$ cat config.mk
export PLATFORM = sky130hd
export DESIGN_NAME = board_power_up_sequencer
export DESIGN_NICKNAME = d
export VERILOG_FILES = /design/src/hw/rtl/bpus_pkg.sv /design/src/hw/rtl/bpus_step.sv /design/src/hw/rtl/board_power_up_sequencer.sv
export SDC_FILE = /design/constraint.sdc
export NUM_CORES = 1
export LEC_CHECK = 0
export BUFFER_PORTS_ARGS = -buffer_cell sky130_fd_sc_hd__buf_2
export CORE_UTILIZATION = 38
export CTS_CLUSTER_SIZE = 25
export DETAILED_ROUTE_END_ITERATION = 7
export GPL_ROUTABILITY_DRIVEN = 0
export PLACE_DENSITY = 0.58
export SLEW_MARGIN = 15
export SYNTH_ARGS = -nofsm -noshare
export SYNTH_HDL_FRONTEND = slang
export SYNTH_HIERARCHICAL = 1
export SYNTH_SLANG_ARGS = --single-unit
$ cat constraint.sdc
create_clock -name clk -period 5.54 [get_ports clk]
set_clock_uncertainty 0.15 [all_clocks]
set_input_delay 0.831 -clock clk [delete_from_list [all_inputs] [get_ports clk]]
set_output_delay 0.831 -clock clk [all_outputs]
set_load 0.1 [all_outputs]
$ cat src/hw/rtl/bpus_pkg.sv
// Shared types, codes and timing constants for the board power-up sequencer.
`timescale 1ns / 1ps

package bpus_pkg;

	// Timebase: one input tick is one millisecond
	localparam int unsigned TICKS_PER_SECOND = 1000;

	// Wait counter width and fixed delays in ticks
	localparam int unsigned WAIT_W            = 18;
	localparam logic [WAIT_W-1:0] CONNECT_TICKS     = WAIT_W'(10);
	localparam logic [WAIT_W-1:0] PRESS_DELAY_TICKS = WAIT_W'(250);
	localparam logic [WAIT_W-1:0] PRESS_HOLD_TICKS  = WAIT_W'(100);

	// Request codes
	localparam logic [1:0] ACT_TICK      = 2'd0;
	localparam logic [1:0] ACT_POWER_ON  = 2'd1;
	localparam logic [1:0] ACT_POWER_OFF = 2'd2;
	localparam logic [1:0] ACT_SET_USB   = 2'd3;

	// Sequencer phase codes
	localparam int unsigned PHASE_W = 3;
	localparam logic [PHASE_W-1:0] PH_IDLE    = 3'd0;
	localparam logic [PHASE_W-1:0] PH_CONNECT = 3'd1;
	localparam logic [PHASE_W-1:0] PH_PRESS   = 3'd2;
	localparam logic [PHASE_W-1:0] PH_REL_PWR = 3'd3;
	localparam logic [PHASE_W-1:0] PH_REL_FB  = 3'd4;
	localparam logic [PHASE_W-1:0] PH_RUNNING = 3'd5;

	// Configuration register indexes
	localparam logic [1:0] REG_POWER_CONTROL = 2'd0;
	localparam logic [1:0] REG_POWER_KEY     = 2'd1;
	localparam logic [1:0] REG_FB_HOLD       = 2'd2;

	// Configuration seen by the sequencer core
	typedef struct packed {
		logic       has_power_control;
		logic       power_key_fitted;
		logic [7:0] fastboot_hold_seconds;
	} cfg_t;

	// Board levels after a step
	typedef struct packed {
		logic supply;
		logic usb;
		logic power_key;
		logic fastboot_key;
		logic running;
	} lvl_t;

endpackage

$ cat src/hw/rtl/bpus_step.sv
// Sequencer core: phase, wait counter and board levels, updated once per request.
`timescale 1ns / 1ps

module bpus_step (
	input  logic                          clk,
	input  logic                          arst_n,
	input  logic                          step_en,
	input  logic [1:0]                    action,
	input  logic                          usb_request,
	input  bpus_pkg::cfg_t                cfg,
	output bpus_pkg::lvl_t                lvl
);

	logic [bpus_pkg::PHASE_W-1:0] phase_q, phase_d;
	logic [bpus_pkg::WAIT_W-1:0]  wait_q, wait_d;
	logic                         supply_q, supply_d;
	logic                         usb_q, usb_d;
	logic                         pkey_q, pkey_d;
	logic                         fbkey_q, fbkey_d;
	logic [bpus_pkg::WAIT_W-1:0]  hold_ticks;
	logic [bpus_pkg::PHASE_W-1:0] after_key_phase;
	logic [bpus_pkg::WAIT_W-1:0]  after_key_wait;
	logic                         expire;

	// Fastboot hold in ticks; 255 s of 1 ms ticks stays below the counter limit
	assign hold_ticks = bpus_pkg::WAIT_W'(cfg.fastboot_hold_seconds) *
		bpus_pkg::WAIT_W'(bpus_pkg::TICKS_PER_SECOND);

	// Pick the fastboot hold or go straight to running
	always_comb begin
		if (cfg.fastboot_hold_seconds != 8'd0) begin
			after_key_phase = bpus_pkg::PH_REL_FB;
			after_key_wait  = hold_ticks;
		end else begin
			after_key_phase = bpus_pkg::PH_RUNNING;
			after_key_wait  = '0;
		end
	end

	assign expire = (wait_q <= bpus_pkg::WAIT_W'(1));

	// Next state for one request
	always_comb begin
		phase_d = phase_q;
		wait_d  = wait_q;
		supply_d = supply_q;
		usb_d   = usb_q;
		pkey_d  = pkey_q;
		fbkey_d = fbkey_q;
		case (action)
			bpus_pkg::ACT_TICK: begin
				unique case (phase_q)
					bpus_pkg::PH_CONNECT: begin
						if (expire) begin
							supply_d = 1'b1;
							usb_d    = 1'b1;
							if (cfg.power_key_fitted) begin
								phase_d = bpus_pkg::PH_PRESS;
								wait_d  = bpus_pkg::PRESS_DELAY_TICKS;
							end else begin
								phase_d = after_key_phase;
								wait_d  = after_key_wait;
							end
						end else begin
							wait_d = wait_q - 1'b1;
						end
					end
					bpus_pkg::PH_PRESS: begin
						if (expire) begin
							pkey_d  = 1'b1;
							phase_d = bpus_pkg::PH_REL_PWR;
							wait_d  = bpus_pkg::PRESS_HOLD_TICKS;
						end else begin
							wait_d = wait_q - 1'b1;
						end
					end
					bpus_pkg::PH_REL_PWR: begin
						if (expire) begin
							pkey_d  = 1'b0;
							phase_d = after_key_phase;
							wait_d  = after_key_wait;
						end else begin
							wait_d = wait_q - 1'b1;
						end
					end
					bpus_pkg::PH_REL_FB: begin
						if (expire) begin
							fbkey_d = 1'b0;
							phase_d = bpus_pkg::PH_RUNNING;
							wait_d  = '0;
						end else begin
							wait_d = wait_q - 1'b1;
						end
					end
					bpus_pkg::PH_RUNNING: begin
						phase_d = phase_q;
					end
					default: begin
						// Idle, or an unreachable code: settle in idle
						phase_d = bpus_pkg::PH_IDLE;
						wait_d  = '0;
					end
				endcase
			end
			bpus_pkg::ACT_POWER_ON: begin
				if (cfg.has_power_control) begin
					if (cfg.fastboot_hold_seconds != 8'd0) begin
						fbkey_d = 1'b1;
					end
					if (cfg.power_key_fitted) begin
						pkey_d = 1'b0;
					end
					phase_d = bpus_pkg::PH_CONNECT;
					wait_d  = bpus_pkg::CONNECT_TICKS;
				end
			end
			bpus_pkg::ACT_POWER_OFF: begin
				// Drop supply and abort; keys and USB stay
				if (cfg.has_power_control) begin
					supply_d = 1'b0;
					phase_d  = bpus_pkg::PH_IDLE;
					wait_d   = '0;
				end
			end
			default: begin
				usb_d = usb_request;
			end
		endcase
	end

	// Hold state between requests, advance on each one
	always_ff @(posedge clk or negedge arst_n) begin
		if (!arst_n) begin
			phase_q  <= bpus_pkg::PH_IDLE;
			wait_q   <= '0;
			supply_q <= 1'b0;
			usb_q    <= 1'b0;
			pkey_q   <= 1'b0;
			fbkey_q  <= 1'b0;
		end else if (step_en) begin
			phase_q  <= phase_d;
			wait_q   <= wait_d;
			supply_q <= supply_d;
			usb_q    <= usb_d;
			pkey_q   <= pkey_d;
			fbkey_q  <= fbkey_d;
		end
	end

	assign lvl.supply       = supply_q;
	assign lvl.usb          = usb_q;
	assign lvl.power_key    = pkey_q;
	assign lvl.fastboot_key = fbkey_q;
	assign lvl.running      = (phase_q == bpus_pkg::PH_RUNNING);

endmodule

$ cat src/hw/rtl/board_power_up_sequencer.sv
// Top level of the board power-up sequencer: register port, request pipeline, result.
//
// Channel   Direction  Handshake               Payload
// cfg       in         psel/penable/pready     paddr, pwdata, prdata
// in        in         in_valid/in_ready       action, usb_request
// out       out        out_valid/out_ready     supply_enabled .. board_running
//
// One request per cycle sustained while results are taken; a result passes the input
// register and then the sequencer state register that also serves as the result
// register. Reset clears the configuration, valid flags, phase and all levels.
// A stalled result holds the state; one more request waits in the input register.
`timescale 1ns / 1ps

module board_power_up_sequencer (
	input  logic        clk,
	input  logic        arst_n,
	input  logic        psel,
	input  logic        penable,
	input  logic        pwrite,
	input  logic [3:0]  paddr,
	input  logic [31:0] pwdata,
	output logic [31:0] prdata,
	output logic        pready,
	input  logic        in_valid,
	output logic        in_ready,
	input  logic [1:0]  action,
	input  logic        usb_request,
	output logic        out_valid,
	input  logic        out_ready,
	output logic        supply_enabled,
	output logic        usb_enabled,
	output logic        power_key_pressed,
	output logic        fastboot_key_pressed,
	output logic        board_running
);

	bpus_pkg::cfg_t cfg_q;
	bpus_pkg::lvl_t lvl;
	logic           valid_s1;
	logic [1:0]     action_s1;
	logic           usb_s1;
	logic           out_valid_q;
	logic           step_en;
	logic           cfg_wr;

	assign pready = 1'b1;
	assign cfg_wr = psel && penable && pwrite;

	// Write configuration registers
	always_ff @(posedge clk or negedge arst_n) begin
		if (!arst_n) begin
			cfg_q <= '0;
		end else if (cfg_wr) begin
			unique case (paddr[3:2])
				bpus_pkg::REG_POWER_CONTROL: cfg_q.has_power_control <= pwdata[0];
				bpus_pkg::REG_POWER_KEY:     cfg_q.power_key_fitted <= pwdata[0];
				bpus_pkg::REG_FB_HOLD:       cfg_q.fastboot_hold_seconds <= pwdata[7:0];
				default:                     cfg_q <= cfg_q;
			endcase
		end
	end

	// Read back configuration registers
	always_comb begin
		unique case (paddr[3:2])
			bpus_pkg::REG_POWER_CONTROL: prdata = {31'd0, cfg_q.has_power_control};
			bpus_pkg::REG_POWER_KEY:     prdata = {31'd0, cfg_q.power_key_fitted};
			bpus_pkg::REG_FB_HOLD:       prdata = {24'd0, cfg_q.fastboot_hold_seconds};
			default:                     prdata = '0;
		endcase
	end

	// Advance a request when the result slot is free or being taken
	assign step_en  = valid_s1 && (!out_valid_q || out_ready);
	assign in_ready = !valid_s1 || step_en;

	// Capture the request
	always_ff @(posedge clk or negedge arst_n) begin
		if (!arst_n) begin
			valid_s1 <= 1'b0;
		end else if (in_valid && in_ready) begin
			valid_s1 <= 1'b1;
		end else if (step_en) begin
			valid_s1 <= 1'b0;
		end
	end

	always_ff @(posedge clk) begin
		if (in_valid && in_ready) begin
			action_s1 <= action;
			usb_s1    <= usb_request;
		end
	end

	// Mark the result valid until it is taken
	always_ff @(posedge clk or negedge arst_n) begin
		if (!arst_n) begin
			out_valid_q <= 1'b0;
		end else if (step_en) begin
			out_valid_q <= 1'b1;
		end else if (out_ready) begin
			out_valid_q <= 1'b0;
		end
	end

	bpus_step u_step (
		.clk         (clk),
		.arst_n      (arst_n),
		.step_en     (step_en),
		.action      (action_s1),
		.usb_request (usb_s1),
		.cfg         (cfg_q),
		.lvl         (lvl)
	);

	assign out_valid            = out_valid_q;
	assign supply_enabled       = lvl.supply;
	assign usb_enabled          = lvl.usb;
	assign power_key_pressed    = lvl.power_key;
	assign fastboot_key_pressed = lvl.fastboot_key;
	assign board_running        = lvl.running;

	// Running only comes after supply up; power-off leaves it when power control is set
	a_running_has_supply: assert property (@(posedge clk) disable iff (!arst_n)
		board_running |-> supply_enabled)
		else $error("running without supply");

	// A stepped request always produces a result
	a_step_gives_result: assert property (@(posedge clk) disable iff (!arst_n)
		step_en |=> out_valid)
		else $error("request stepped without result");

	// An accepted request is held in the input register next cycle
	a_accept_captured: assert property (@(posedge clk) disable iff (!arst_n)
		in_valid && in_ready |=> valid_s1)
		else $error("accepted request lost");

	// Levels only change when a request is stepped
	a_levels_hold: assert property (@(posedge clk) disable iff (!arst_n)
		!step_en |=> $stable(lvl))
		else $error("levels changed without a request");

endmodule

==> out/results.ini, run 1 <==
[outcome]
outcome=completed

[final_layout]
num-nets-final=624
multi_input_area_um2=2890
drive_above_1_share_pct=12.4
syn2layout_area_growth_pct=6.32
fill_cells=1088
fin_area_um2=4550
seq_area_um2=1020
diodes=0

[worst_setup_path]
r2r_cells=13
cp_slowest_stage_delay_ps=560
cp_common_cell=fa_1
crit_family=adder cells
path_buf_inv=2
setup.worst_path.start_class=register
critPathMaxFanout=7
reg2reg_to=u_step/wait_q[17]$_DFFE_PN0P_
end_kind=register
crit_required_ps=5560
cp.depth=13
r2r_setup_slack_ps=950
path_class=reg2reg
setup.worst_path.end=u_step/wait_q[17]$_DFFE_PN0P_
cp_data_arrival_time_ps=4610
crit_slowest_cell=dfrtp_1
critical_path.cell_chain=inv_1 > fa_1 > inv_1 > fa_1 > fa_1 > ha_1 > ha_1 > or2_1 > or4_1 > or4_1 > o211ai_1 > xnor2_1 > o21ai_1
r2r-start=cfg_q[5]$_DFFE_PN0P_
cp-startpoint=cfg_q[5]$_DFFE_PN0P_

[sta]
grt_setup_unrepaired=no
hold_viol_final=0
timing.final.max_slew_violations=0
finalCritPeriodShare_pct=82.8
setup_violations=0
relSlewSlack_pct=42.6
fin_crit_ps=4590
setup_tns_ps=0
fmax_mhz=218
tightest_slew_ps=861

[synthesis]
async_reset_ff_share_pct=92.5
synth_top_family_by_area=adder cells
ys_seq_area_share_pct=23.7
yosys.area_share.simple_pct=18.7
synth_warnings=6
netlist_instances=487
synth-edff-count=3
ys_top_cells_by_area=dfrtp_1, ha_1, fa_1
synthMuxAreaShare_pct=3.13
synthXorXnorAreaFrac_pct=2.46
synth_seq_cells=40
syn_area_per_cell_um2=8.78
synth_fa_ha_area_share_pct=23.9
synth_compound_area_share_pct=17.1
synthesis.area_um2=4280
yosysTopAreaCell=dfrtp_1
synthFlopType=dfrtp_1
ys_types=66
yosys.area.top_type_share_pct=21.6

[place]
dpl_cell_area_um2=4430
dp_hpwl_um=7240
portBuffers=34

[clock_tree]
holdBufCountCts=0
cts_tree=yes
path_clk_slew_ps=90
ctsRootBufferMaster=clkbuf_8
htree_levels=2
cts_inserted_buffers=5
cts-resized-gates=0
cts_buffer_depth=2
cts_setup_buffers=0
insertion_delay_ps=300
cts.sinks=40

[global_routing]
antenna_found_initial=0
grt_pass1_wl_um=15700
grt_pass1_vias=3274
grt_use_met2_pct=27.9
grt_start_max_net_pins=38
grt.total_usage_pct=16.9
grtUsageMet1_pct=23.6
met3_usage_pct=1.99
grt_busiest_layer=met2
grt-ovfl-total=0

[drt]
drc=0
drt_first_pass_iters=4
totalWireLength_um=9230
routed_via_density=5.26
drtIter0Drc=214
wl_per_cell_um=14.2
routed-via-count=3416
ant_nets=0

[run]
max-cap-violations=0

[die]
fp.dieW_um=108
start_util_pct=39.3
chipHeight_um=108
core-area_um2=10900
num_io_pins=86
die-area_um2=11700
num_rows=38

[min_path]
holdPathStages=1
min_path_type=reg2reg

-- worst min path at each step --
stage | startpoint | endpoint | slack [ps]
2_1_floorplan | valid_s1$_DFFE_PN0P_ | out_valid$_DFFE_PN0P_ | 300
3_3_place_gp | valid_s1$_DFFE_PN0P_ | out_valid$_DFFE_PN0P_ | 320
3_5_place_dp | valid_s1$_DFFE_PN0P_ | out_valid$_DFFE_PN0P_ | 320
4_1_cts | u_step/pkey_q$_DFFE_PN0P_ | u_step/pkey_q$_DFFE_PN0P_ | 350
5_1_grt | u_step/pkey_q$_DFFE_PN0P_ | u_step/pkey_q$_DFFE_PN0P_ | 370
6_report | u_step/pkey_q$_DFFE_PN0P_ | u_step/pkey_q$_DFFE_PN0P_ | 340
-- final cells by class --
cell class | count | share of cell area [%]
Inverter | 49 | 4.04
Multi-Input combinational cell | 379 | 63.6
Sequential cell | 40 | 22.3
Clock inverter | 3 | 0.935
Clock buffer | 5 | 1.51
Timing Repair Buffer | 34 | 3.74
Tap cell | 140 | 3.85
-- state kept, by name, indices dropped and copies added, names as in the netlist, 2 cells and up --
| register | cells |
|---|---|
| u_step/phase_q | 3 |
| u_step/wait_q | 18 |
| action_s1 | 2 |
| cfg_q | 10 |
-- kinds of logic after synthesis --
| family | after synthesis |
|---|---|
| buffers and inverters | 91 |
| xor gates and xnor gates | 12 |
| DFF | 40 |
| AOI/OAI and AO/OA | 116 |
| muxes | 12 |
| and+or+nand+nor | 145 |
| adders and majority gates | 69 |
| other | 2 |
-- stage by stage --
step | hold slack, ps | util, % | setup WS, ps | cells
global placement | 317 | 40.7 | 963 | 642
finish | 338 | 41.8 | 952 | 650
CTS | 347 | 41.7 | 924 | 650
global route | 365 | 41.8 | 631 | 650
floorplan | 299 | - | 1270 | 510
detailed placement | 320 | 40.7 | 962 | 642
-- synth_stat cells (2+ instances only) --
library cell,number
o211ai_2,2
edfxtp_1,3
a21o_1,3
fa_1,21
ha_1,48
clkbuf_1,9
and2_1,9
or3_1,3
mux2_2,10
nor4_1,9
o21bai_1,3
buf_4,29
a31oi_1,5
or4_1,4
a21oi_1,34
xnor2_1,6
xor2_1,6
o41ai_1,2
conb_1,2
nor2_1,31
o21a_1,2
nand3_1,12
o211ai_1,6
nor3b_1,2
o21ai_1,27
o31ai_1,7
o21ai_0,10
nand2b_1,12
nand4_1,2
nor3_1,21
dfrtp_1,37
nor2b_1,4
buf_2,2
nand2_1,24
or2_1,2
o31a_1,2
inv_1,47
-- metal layers --
| layer | routed length (µm) | vias to the layer above |
|---|---|---|
| met5 | 0 | - |
| met4 | 101 | 0 |
| met3 | 330 | 10 |
| met2 | 4450 | 63 |
| met1 | 4340 | 1646 |
| li1 | - | 1697 |
-- cells in the final DEF (no fill, tap or decap), drive strengths merged, types with 3 or more instances in the layout --
cell type / synthesis / layout
o211ai: 8 / 8
clkbuf: 9 / 5
dfrtp: 37 / 37
nand2: 24 / 24
a31oi: 5 / 5
a21o: 3 / 3
clkinv: 1 / 3
edfxtp: 3 / 3
nor4: 10 / 10
buf: 33 / 34
or3: 3 / 3
conb: 2 / 25
nor2: 31 / 31
mux2: 11 / 11
or4: 4 / 4
a21oi: 34 / 34
o21bai: 3 / 3
ha: 48 / 48
nand2b: 12 / 12
and2: 9 / 9
xnor2: 6 / 6
nand3: 13 / 13
fa: 21 / 21
nor2b: 4 / 4
o21ai: 38 / 38
inv: 48 / 48
xor2: 6 / 6
nor3: 21 / 21
o31ai: 7 / 7
nor3b: 3 / 3
Power of run 1 is left out: the tool's default activity adds up to more than one toggle a clock period on the data nets, which glitch-free logic cannot reach.
==> inputs of run 2 (changes only) <==
==> constraint.sdc (replaced) <==
create_clock -name clk -period 4.6 [get_ports clk]
set_clock_uncertainty 0.15 [all_clocks]
set_input_delay 0.69 -clock clk [delete_from_list [all_inputs] [get_ports clk]]
set_output_delay 0.69 -clock clk [all_outputs]
set_load 0.1 [all_outputs]
==> out/results.ini, run 2 (synthesis gave the netlist of run 1 again) <==
[global_routing]
met3_usage_pct=1.93  ; -0.060 points
grt.total_usage_pct=16.8  ; -0.14 points
grt_pass1_wl_um=15500  ; -1.4%
grt_start_max_net_pins=38  ; unchanged
grt-ovfl-total=0  ; unchanged
grtUsageMet1_pct=22.9  ; -0.71 points
grt_busiest_layer=met2
antenna_found_initial=0  ; unchanged
grt_pass1_vias=3313  ; +1.2%
grt_use_met2_pct=27.5  ; -0.36 points

[clock_tree]
cts.sinks=40  ; unchanged
path_clk_slew_ps=90  ; about the same
holdBufCountCts=0  ; unchanged
cts_inserted_buffers=5  ; unchanged
insertion_delay_ps=300  ; about the same
htree_levels=2  ; unchanged
cts_buffer_depth=2  ; unchanged
cts_tree=yes
ctsRootBufferMaster=clkbuf_8

[worst_setup_path]
reg2reg_to=u_step/wait_q[16]$_DFFE_PN0P_
cp_data_arrival_time_ps=4390  ; -220 ps
r2r-start=cfg_q[1]$_DFFE_PN0P_
path_class=reg2reg
crit_slowest_cell=fa_1
critPathMaxFanout=5  ; -2
path_buf_inv=2  ; unchanged
r2r_setup_slack_ps=230  ; -730 ps
crit_family=adder cells
crit_required_ps=4620  ; -940 ps
cp_common_cell=fa_1
end_kind=register
critical_path.cell_chain=fa_1 > inv_1 > fa_1 > fa_1 > fa_1 > inv_1 > ha_1 > o21ai_1 > a21oi_1 > o31a_1 > o41ai_1 > xor2_1 > o211ai_1
setup.worst_path.start_class=register
r2r_cells=13  ; unchanged
cp_slowest_stage_delay_ps=550  ; about the same

[sta]
fmax_mhz=229  ; +4.9%
setup_violations=0  ; unchanged
tightest_slew_ps=883  ; +21.5 ps
hold_viol_final=0  ; unchanged
relSlewSlack_pct=41.1  ; -1.4 points
finalCritPeriodShare_pct=95.1  ; +12 points
whs_ps=350  ; +12.7 ps
setup_tns_ps=0  ; unchanged
fin_crit_ps=4370  ; -213 ps
grt_setup_unrepaired=no
timing.final.max_slew_violations=0  ; unchanged

[drt]
drtIter0Drc=145  ; -32%
totalWireLength_um=9430  ; +2.1%
routed-via-count=3485  ; +2.0%
ant_nets=0  ; unchanged
wl_per_cell_um=14.3  ; +0.45%
drc=0  ; unchanged
routed_via_density=5.27  ; +0.32%
drt_first_pass_iters=4  ; unchanged

[final_layout]
drive_above_1_share_pct=14.2  ; +1.9 points
largest-register=u_step/wait_q
top_regs=u_step/wait_q x18, cfg_q x10, u_step/phase_q x3
layout_common_cells=ha_1, inv_1, dfrtp_1
num-nets-final=635  ; +1.8%
diodes=0  ; unchanged
fill_cells=1104  ; +1.5%
seq_area_um2=1020  ; +0.12%
largest_reg_flops=18  ; unchanged
multi_input_area_um2=2890  ; -0.13%
final_common_cell=ha_1
syn2layout_area_growth_pct=7.58
postLayoutCoreUtil_pct=42.3  ; +0.49 points

[min_path]
min_path_type=in2async

[place]
dp_hpwl_um=7370  ; +1.7%
portBuffers=34  ; unchanged

[die]
chipHeight_um=108  ; unchanged
fp.dieW_um=108  ; unchanged
num_io_pins=86  ; unchanged
die-area_um2=11700  ; unchanged
start_util_pct=39.3  ; unchanged
core-area_um2=10900  ; unchanged
num_rows=38  ; unchanged

[run]
max-cap-violations=0  ; unchanged

[outcome]
outcome=completed

## run 2: through the flow
step	area, µm²	cells	worst slack, ps
finish	4600	661	225
global route	4600	661	24.8
CTS	4590	659	83.3
detailed placement	4500	651	112
global placement	4500	651	157
floorplan	4360	510	331
## run 2: how the worst max path moves through the flow
stage | from | to | slack, ps | cells past startpoint
2_1_floorplan | cfg_q[5]$_DFFE_PN0P_ | u_step/wait_q[17]$_DFFE_PN0P_ | 330 | 13
3_3_place_gp | cfg_q[3]$_DFFE_PN0P_ | u_step/wait_q[17]$_DFFE_PN0P_ | 160 | 13
3_5_place_dp | cfg_q[3]$_DFFE_PN0P_ | u_step/wait_q[17]$_DFFE_PN0P_ | 110 | 13
4_1_cts | cfg_q[3]$_DFFE_PN0P_ | u_step/wait_q[17]$_DFFE_PN0P_ | 80 | 13
5_1_grt | cfg_q[1]$_DFFE_PN0P_ | u_step/wait_q[16]$_DFFE_PN0P_ | 20 | 14
6_report | cfg_q[1]$_DFFE_PN0P_ | u_step/wait_q[16]$_DFFE_PN0P_ | 230 | 13
## run 2: what timing repair did
action / CTS / global route
buffers inserted: 0 / 2
endpoints found under the setup margin: 0 / 1
gates resized for setup: 0 / 1
## run 2: layout make-up
type,count,area share [%]
Tap cell,140,3.81
Inverter,49,4.00
Timing Repair Buffer,45,5.49
Multi-Input combinational cell,379,62.8
Clock inverter,2,0.272
Clock buffer,6,1.58
Sequential cell,40,22.1
## run 2: worst reg2reg max path, stage by stage (launching register included)
cell and delay (ps):
dfrtp_1 470, fa_1 550, inv_1 50, fa_1 520
fa_1 450, fa_1 520, inv_1 40, ha_1 340
o21ai_1 100, a21oi_1 70, o31a_1 290, o41ai_1 370
xor2_1 210, o211ai_1 110
## run 2: per-layer routing
metal	wire (µm)	up-vias
met5	0	-
met2	4490	62
met1	4570	1695
met3	209	11
li1	-	1717
met4	156	0
Power of run 2 is left out for the same reason.
==> inputs of run 3 (changes only) <==
--- a/config.mk
+++ b/config.mk
@@ -7,6 +7,7 @@
 export LEC_CHECK = 0
 export BUFFER_PORTS_ARGS = -buffer_cell sky130_fd_sc_hd__buf_2
 export CORE_UTILIZATION = 38
+export CTS_BUF_LIST = sky130_fd_sc_hd__clkbuf_16
 export CTS_CLUSTER_SIZE = 25
 export DETAILED_ROUTE_END_ITERATION = 7
 export GPL_ROUTABILITY_DRIVEN = 0
==> out/results.ini, run 3 (synthesis gave the netlist of run 1 again) <==
[outcome]
outcome=completed

[sta]
setup_tns_ps=0  ; unchanged
hold_viol_final=0  ; unchanged
timing.final.max_slew_violations=0  ; unchanged
fmax_mhz=228  ; -0.14%
relSlewSlack_pct=41.2  ; +0.073 points
tightest_slew_ps=882  ; -1.10 ps
fin_crit_ps=4380  ; +6.13 ps
setup_violations=0  ; unchanged
grt_setup_unrepaired=no
finalCritPeriodShare_pct=95.2  ; +0.13 points

[worst_setup_path]
cp.depth=14  ; +1
cp_slowest_stage_delay_ps=610  ; +60 ps
critPathMaxFanout=5  ; unchanged
r2r-start=cfg_q[1]$_DFFE_PN0P_
crit_family=adder cells
cp_common_cell=fa_1
reg2reg_to=u_step/wait_q[16]$_DFFE_PN0P_
critical_path.cell_chain=fa_1 > xor2_1 > ha_1 > inv_1 > fa_1 > fa_1 > inv_1 > ha_1 > o21ai_1 > a21oi_1 > o31a_1 > o41ai_1 > xor2_1 > o211ai_1
crit_required_ps=4600  ; -20 ps
r2r_setup_slack_ps=220  ; about the same
path_class=reg2reg
cp-startpoint=cfg_q[1]$_DFFE_PN0P_
end_kind=register
crit_slowest_cell=fa_1
setup.worst_path.start_class=register
path_buf_inv=2  ; unchanged
r2r_cells=14  ; +1
cp_data_arrival_time_ps=4380  ; about the same

[final_layout]
layout_common_cells=inv_1, ha_1, dfrtp_1
fill_cells=1100  ; -0.36%
drive_above_1_share_pct=14.2  ; unchanged
fin_area_um2=4660  ; +1.2%
diodes=0  ; unchanged
syn2layout_area_growth_pct=8.89
largest-register=u_step/wait_q
num-nets-final=635  ; unchanged
largest_reg_flops=18  ; unchanged
top_regs=u_step/wait_q x18, cfg_q x10, u_step/phase_q x3

[die]
chipHeight_um=108  ; unchanged
core-area_um2=10900  ; unchanged
fp.dieW_um=108  ; unchanged
num_io_pins=86  ; unchanged
start_util_pct=39.3  ; unchanged
num_rows=38  ; unchanged
die-area_um2=11700  ; unchanged

[place]
portBuffers=34  ; unchanged
dpl_cell_area_um2=4500  ; unchanged
dp_hpwl_um=7370  ; unchanged

[global_routing]
grt.total_usage_pct=16.9  ; +0.13 points
grt-ovfl-total=0  ; unchanged
antenna_found_initial=0  ; unchanged
grt_pass1_wl_um=15600  ; +0.62%
grt_start_max_net_pins=38  ; unchanged
grt_pass1_vias=3319  ; +0.18%

[drt]
drtIter0Drc=139  ; -4.1%
ant_nets=0  ; unchanged
drc=0  ; unchanged
routed-via-count=3477  ; -0.23%
wl_per_cell_um=14.4  ; +0.86%
totalWireLength_um=9510  ; +0.86%
routed_via_density=5.26  ; -0.23%
drt_first_pass_iters=4  ; unchanged

[clock_tree]
cts_inserted_buffers=5  ; unchanged
cts_tree=yes
htree_levels=2  ; unchanged
ctsRootBufferMaster=clkbuf_16
path_clk_slew_ps=60  ; -30 ps
holdBufCountCts=0  ; unchanged
insertion_delay_ps=290  ; about the same
cts_buffer_depth=2  ; unchanged
cts.sinks=40  ; unchanged

[min_path]
holdPathStages=1
min_path_type=reg2reg
whs_endpoint=u_step/pkey_q$_DFFE_PN0P_
hp-start=u_step/pkey_q$_DFFE_PN0P_

[run]
max-cap-violations=0  ; unchanged

[run 3: what timing repair did]
action / 4_1_cts / 5_1_grt
resized for setup: 0 / 1
endpoints found under the setup margin: 0 / 1
setup buffers: 0 / 2
[run 3: stage by stage]
step,std cells,setup WS (ps),hold WS (ps),utilization [%]
2_1_floorplan,510,331,244,-
3_3_place_gp,651,157,317,41.3
3_5_place_dp,651,112,320,41.3
4_1_cts,659,87.1,349,42.6
5_1_grt,661,24.2,372,42.8
6_report,661,219,346,42.8
[run 3: worst register-to-register path, stage by stage, from the launching register on]
cell and delay (ps):
dfrtp_1 460, fa_1 610, xor2_1 170, ha_1 240
inv_1 80, fa_1 440, fa_1 510, inv_1 40
ha_1 360, o21ai_1 140, a21oi_1 70, o31a_1 290
o41ai_1 370, xor2_1 210, o211ai_1 110
[run 3: layout make-up]
class / count / area, µm² / area share (%)
flip-flops and latches: 40 / 1020 / 21.8
inverters: 49 / 184 / 3.95
repair buffers: 45 / 253 / 5.43
multi-input cells: 379 / 2890 / 62.0
clock buffers: 5 / 125 / 2.69
well taps: 140 / 175 / 3.76
clock inverters: 3 / 16.3 / 0.349
[run 3: worst max path at each step]
stage	endpoint	slack, ps
2_1_floorplan	u_step/wait_q[17]$_DFFE_PN0P_	330
3_5_place_dp	u_step/wait_q[17]$_DFFE_PN0P_	110
5_1_grt	u_step/wait_q[16]$_DFFE_PN0P_	20
6_report	u_step/wait_q[16]$_DFFE_PN0P_	220
3_3_place_gp	u_step/wait_q[17]$_DFFE_PN0P_	160
4_1_cts	u_step/wait_q[17]$_DFFE_PN0P_	90
[run 3: layer usage]
layer  track usage [%]  routed length, µm  vias to the layer above  share of wire [%]
met1              22.8               4550                     1691                 48
li1                  -                  -                     1717                  -
met3              2.83                267                       12                2.8
met2              27.8               4540                       57                 48
met4              4.70                148                        0                1.6
met5                 0                  0                        -                  0
Power of run 3 is left out for the same reason.
